<file path="config.mk">
export PLATFORM = sky130hd
export DESIGN_NAME = mxt_ctrl
export DESIGN_NICKNAME = d
export VERILOG_FILES = /design/src/rtl/mxt_pkg.sv /design/src/rtl/mxt_ctrl.sv
export SDC_FILE = /design/constraint.sdc
export NUM_CORES = 1
export LEC_CHECK = 0
export BUFFER_PORTS_ARGS = -buffer_cell sky130_fd_sc_hd__buf_4
export CORE_AREA = 5 5 42 44
export CTS_CLUSTER_DIAMETER = 200
export CTS_CLUSTER_SIZE = 14
export DETAILED_ROUTE_END_ITERATION = 6
export DIE_AREA = 0 0 47 49
export SYNTH_ARGS = -nofsm -noshare
export SYNTH_HDL_FRONTEND = slang
export SYNTH_SLANG_ARGS = --single-unit
</file>
<file path="constraint.sdc">
create_clock -name clk -period 2.9 [get_ports clk]
set_clock_uncertainty 0.1 [all_clocks]
set_input_delay 0.145 -clock clk [delete_from_list [all_inputs] [get_ports clk]]
set_output_delay 0.145 -clock clk [all_outputs]
set_load 0.03 [all_outputs]
</file>
<file path="src/rtl/mxt_pkg.sv">
// ============================================================================
// mxt_pkg: shared codes and control types for the max-XOR bit trie
// Operation and status codes, and the command and status groups that run
// between the controller and the datapath.
// ============================================================================
`default_nettype none

package mxt_pkg;

    // operation codes on the mode port
    localparam logic [1:0] MODE_INSERT = 2'd0;
    localparam logic [1:0] MODE_DELETE = 2'd1;
    localparam logic [1:0] MODE_QUERY  = 2'd2;

    // result status codes
    localparam logic [1:0] ST_OK     = 2'd0;
    localparam logic [1:0] ST_EMPTY  = 2'd1;
    localparam logic [1:0] ST_ABSENT = 2'd2;
    localparam logic [1:0] ST_FULL   = 2'd3;

    // controller to datapath commands
    typedef struct packed {
        logic       load;        // latch key, start a walk at the root
        logic       restart;     // rewind the walk to the root for the update pass
        logic       scan_step;   // follow the key one level, no writes
        logic       upd_step;    // update one node on the path, allocate if missing
        logic       upd_inc;     // 1: count up (insert), 0: count down (delete)
        logic       leaf_upd;    // update the leaf count
        logic       qry_start;   // fetch both children of the root
        logic       qry_step;    // pick the better child, fetch its children
        logic       finish;      // register a result for one cycle
        logic       fin_result;  // result carries the query partner
        logic [1:0] fin_status;
    } cmd_t;

    // datapath to controller status
    typedef struct packed {
        logic child_zero;   // path child on the key bit is missing
        logic last_level;   // walk is at bit 0
        logic pool_short;   // not enough free nodes for the pending insert
        logic leaf_empty;   // leaf reached by the scan holds no copy
        logic root_empty;   // store holds no value
        logic root_full;    // root count saturated
    } stat_t;

endpackage

`default_nettype wire

</file>
<file path="src/rtl/mxt_ctrl.sv">
// ============================================================================
// mxt_ctrl: operation sequencer for the max-XOR bit trie
// Steps an item through its walks (scan, check, update, leaf, or query) and
// tells the datapath when to post the result.
// ============================================================================
`default_nettype none

module mxt_ctrl (
    input  wire logic           clk,
    input  wire logic           rst_n,
    input  wire logic           start,
    input  wire logic [1:0]     mode,
    input  mxt_pkg::stat_t      stat,
    output logic                busy,
    output mxt_pkg::cmd_t       cmd
);
    import mxt_pkg::*;

    typedef enum logic [2:0] {
        S_IDLE,
        S_SCAN,
        S_CHK,
        S_UPD,
        S_LEAF,
        S_QRY
    } state_t;

    state_t state_reg, state_next;
    logic   op_ins_reg, op_ins_next;   // 1 for insert, 0 for delete

    // next state and commands
    always_comb
    begin
        cmd         = '0;
        state_next  = state_reg;
        op_ins_next = op_ins_reg;
        cmd.upd_inc = op_ins_reg;
        unique case (state_reg)
            S_IDLE:
            begin
                if (start)
                begin
                    unique case (mode)
                        MODE_INSERT:
                        begin
                            if (stat.root_full)
                            begin
                                cmd.finish     = 1'b1;
                                cmd.fin_status = ST_FULL;
                            end
                            else
                            begin
                                cmd.load    = 1'b1;
                                op_ins_next = 1'b1;
                                state_next  = S_SCAN;
                            end
                        end
                        MODE_DELETE:
                        begin
                            cmd.load    = 1'b1;
                            op_ins_next = 1'b0;
                            state_next  = S_SCAN;
                        end
                        MODE_QUERY:
                        begin
                            if (stat.root_empty)
                            begin
                                cmd.finish     = 1'b1;
                                cmd.fin_status = ST_EMPTY;
                            end
                            else
                            begin
                                cmd.load      = 1'b1;
                                cmd.qry_start = 1'b1;
                                state_next    = S_QRY;
                            end
                        end
                        default:
                        begin
                            // unused code: no action, plain ok
                            cmd.finish     = 1'b1;
                            cmd.fin_status = ST_OK;
                        end
                    endcase
                end
            end
            S_SCAN:
            begin
                cmd.scan_step = 1'b1;
                if (stat.child_zero)
                begin
                    if (op_ins_reg)
                    begin
                        state_next = S_CHK;
                    end
                    else
                    begin
                        cmd.finish     = 1'b1;
                        cmd.fin_status = ST_ABSENT;
                        state_next     = S_IDLE;
                    end
                end
                else if (stat.last_level)
                begin
                    state_next = S_CHK;
                end
            end
            S_CHK:
            begin
                if (op_ins_reg ? stat.pool_short : stat.leaf_empty)
                begin
                    cmd.finish     = 1'b1;
                    cmd.fin_status = op_ins_reg ? ST_FULL : ST_ABSENT;
                    state_next     = S_IDLE;
                end
                else
                begin
                    cmd.restart = 1'b1;
                    state_next  = S_UPD;
                end
            end
            S_UPD:
            begin
                cmd.upd_step = 1'b1;
                if (stat.last_level)
                begin
                    state_next = S_LEAF;
                end
            end
            S_LEAF:
            begin
                cmd.leaf_upd   = 1'b1;
                cmd.finish     = 1'b1;
                cmd.fin_status = ST_OK;
                state_next     = S_IDLE;
            end
            S_QRY:
            begin
                cmd.qry_step = 1'b1;
                if (stat.last_level)
                begin
                    cmd.finish     = 1'b1;
                    cmd.fin_result = 1'b1;
                    cmd.fin_status = ST_OK;
                    state_next     = S_IDLE;
                end
            end
            default:
            begin
                state_next = S_IDLE;
            end
        endcase
    end

    // state register
    always_ff @(posedge clk or negedge rst_n)
    begin
        if (!rst_n)
        begin
            state_reg  <= S_IDLE;
            op_ins_reg <= 1'b0;
        end
        else
        begin
            state_reg  <= state_next;
            op_ins_reg <= op_ins_next;
        end
    end

    assign busy = (state_reg != S_IDLE);

endmodule

`default_nettype wire

</file>
==> out/metrics.cfg <==
[run_status]
status = finished, final reports clean

[die]
start_util_pct = 33.04
die_w_um = 47
die_y_um = 49
num_io_pins = 24
rows = 14
core_mm2 = 0.001401
die-area_mm2 = 0.002303

[routing]
drt_iter0_drc = 5
ant_nets = 0
avgRoutedWirePerCell_um = 14.02
finalWirelength_um = 1304
vias = 493
drt-pass1-iter-count = 2
avgViaCountPerCell = 5.301
drc = 0

[placed_design]
io_buffers = 23
place.gp.congestion = 0.7698
dp_hpwl_um = 1041
dp.cells = 89
place_area_um2 = 633.1

[clock_network]
ctsRootBufferMaster = clkbuf_4
cts_sinks = 4
post_cts_resized = 0
cts-htree-levels = 1
cts_tree = done
path_clk_slew_ps = 30
ctsLongestPathBuffers = 2
post-cts-setup-buffers = 0
clk_latency_ps = 230
cts_buffers = 3

[final_layout]
layout_commonest_cell = buf_4
multi_input_area_um2 = 332.8
areaGrowthSynthToFinish_pct = 43.78
layout.cells.non_filler = 93
layout.area.seq_um2 = 100.1
fill_cells = 148
final_cell_mix = 23 x buf_4, 6 x nor2b_1, 5 x nor2_1
largest_reg_flops = 3
finalNetCount = 90
antenna_cells = 0
drive_gt1_share_pct = 42.86
fin_area_um2 = 665.6

[critical_path]
r2r-end = op_ins_reg$_DFFE_PN0P_
cp.required_ps = 2650
reg2reg_depth = 3
regToRegStartpoint = state_reg[1]$_DFFE_PN0P_
crit_end = cmd[1]
cp-end-kind = primary output
crit_path_start_kind = flip-flop
crit_fanout = 17
worstSetupPathType = flip-flop to primary output
startpoint = state_reg[1]$_DFFE_PN0P_
arrival_ps = 1820
regToRegSetupSlack_ps = 1200

[pwr]
p_leak_uw = 0.0002949
pwr-share-clk_pct = 10.2
p_int_uw = 310.9
p_per_area_mw_per_mm2 = 960.2
swShare_pct = 51.35
ir_drop_uv = 436.4
seqPwrFrac_pct = 23.2
power_frac_comb_pct = 66.5
netSwitchingPower_uw = 328.2

[worst_hold_path]
hp-class = primary input to flip-flop

[yosys]
ys_seq_area_share_pct = 21.62
synth_nets = 65
synth_cells = 54
syn_area_um2 = 462.9
synth.distinct_cells = 30
yosysWarnings = 0
ys_seq_elements = 4
syn_area_per_cell_um2 = 8.573

[global_route]
grt_pass1_vias = 492
grt_max_degree = 18
antenna_found_initial = 0
gr-total-overflow = 0
track_usage_pct = 12.64
grt_pass1_wl_um = 2145

[timing]
fin_crit_sh_pct = 71.24
setup_viol = 0
tightest_slew_ps = 434.5
hold_violations = 0
clock.fmax_mhz = 484.0
finalCriticalPeriod_ps = 2066
rsz0062_at_grt = no
max_slew_margin_pct = 70.28
tns_ps = 0
drv_slew = 0

[flow_run]
cap_violations = 0

==> metrics by stage <==
stage	utilization [%]	setup slack, ps	hold WS [ps]	power (µW)
2_1_floorplan	-	1049	-250.6	448.5
3_3_place_gp	45.18	1101	-157.1	577.3
3_5_place_dp	45.18	1082	-157.0	576.5
4_1_cts	47.50	828.0	74.39	648.0
5_1_grt	47.50	724.0	86.64	692.2
6_report	47.50	834.0	66.36	639.2
==> power groups by stage <==
stage          registers (µW)  clock network [µW]  logic (µW)
3_5_place_dp              148                   0         428
3_3_place_gp              148                   0         429
5_1_grt                   159                73.9         460
2_1_floorplan             100                   0         348
4_1_cts                   148                69.3         431
6_report                  148                65.5         425
==> worst max-delay path: stages, from the launching register on <==
cell	delay [ps]
dfrtp_1	530
or4b_4	630
o41ai_2	220
buf_4	210
==> cells in the mapped netlist, drive strengths merged <==
master,count,area (µm²)
nor2,5,18.77
mux2,2,22.52
o21ai,2,10.01
nand2,1,3.750
o22ai,1,6.260
o32a,1,10.01
or3b,1,8.760
nand3,2,10.01
a21boi,1,7.510
dfrtp,4,100.1
a2bb2oi,1,8.760
a2111oi,2,17.52
inv,2,7.510
nor3,2,15.01
o31a,1,8.760
o41ai,1,16.27
and3,1,6.260
buf,4,22.52
or3,1,6.260
a31o,1,8.760
nor2b,6,37.54
nor4b,1,23.77
o211ai,1,7.510
nor3b,3,22.52
or4b,1,13.76
and2,2,12.51
nand2b,2,12.51
a32oi,2,17.52
==> logic make-up (layout without fill, tap and decap cells) <==
family | count (synthesis) | count (layout) | share of synthesized area, %
simple gates | 28 | 28 | 41.35
compound gates | 14 | 14 | 25.68
buf+inv | 6 | 29 | 6.487
flops | 4 | 4 | 21.62
mux | 2 | 2 | 4.865
==> timing repair <==
action,CTS,global route
hold buffers,1,0
setup endpoints to repair,0,0
hold endpoints to repair,4,0
==> layout make-up <==
cell class	instances	share of cell area [%]
Multi-Input combinational cell	44	50.00
Clock buffer	3	3.383
Tap cell	16	3.008
Inverter	2	1.128
Timing Repair Buffer	24	27.44
Sequential cell	4	15.04
==> metal layers <==
metal	track usage, %	vias up	share of wire [%]
met5	0	-	0
met1	16.63	226	44
met4	4.147	0	0
met3	3.321	0	5.1
met2	19.46	13	51
li1	-	254	-
==> worst min-delay path by stage <==
stage	start	endpoint	slack (ps)	depth (start not counted)
after detailed placement	rst_n	op_ins_reg$_DFFE_PN0P_	-160	1
final	mode[0]	op_ins_reg$_DFFE_PN0P_	70	2
after CTS	mode[0]	op_ins_reg$_DFFE_PN0P_	70	2
after floorplan	rst_n	op_ins_reg$_DFFE_PN0P_	-250	0
after global placement	rst_n	state_reg[0]$_DFFE_PN0P_	-160	1
after global routing	mode[0]	op_ins_reg$_DFFE_PN0P_	90	2
Power figures use the tool's default switching activity.
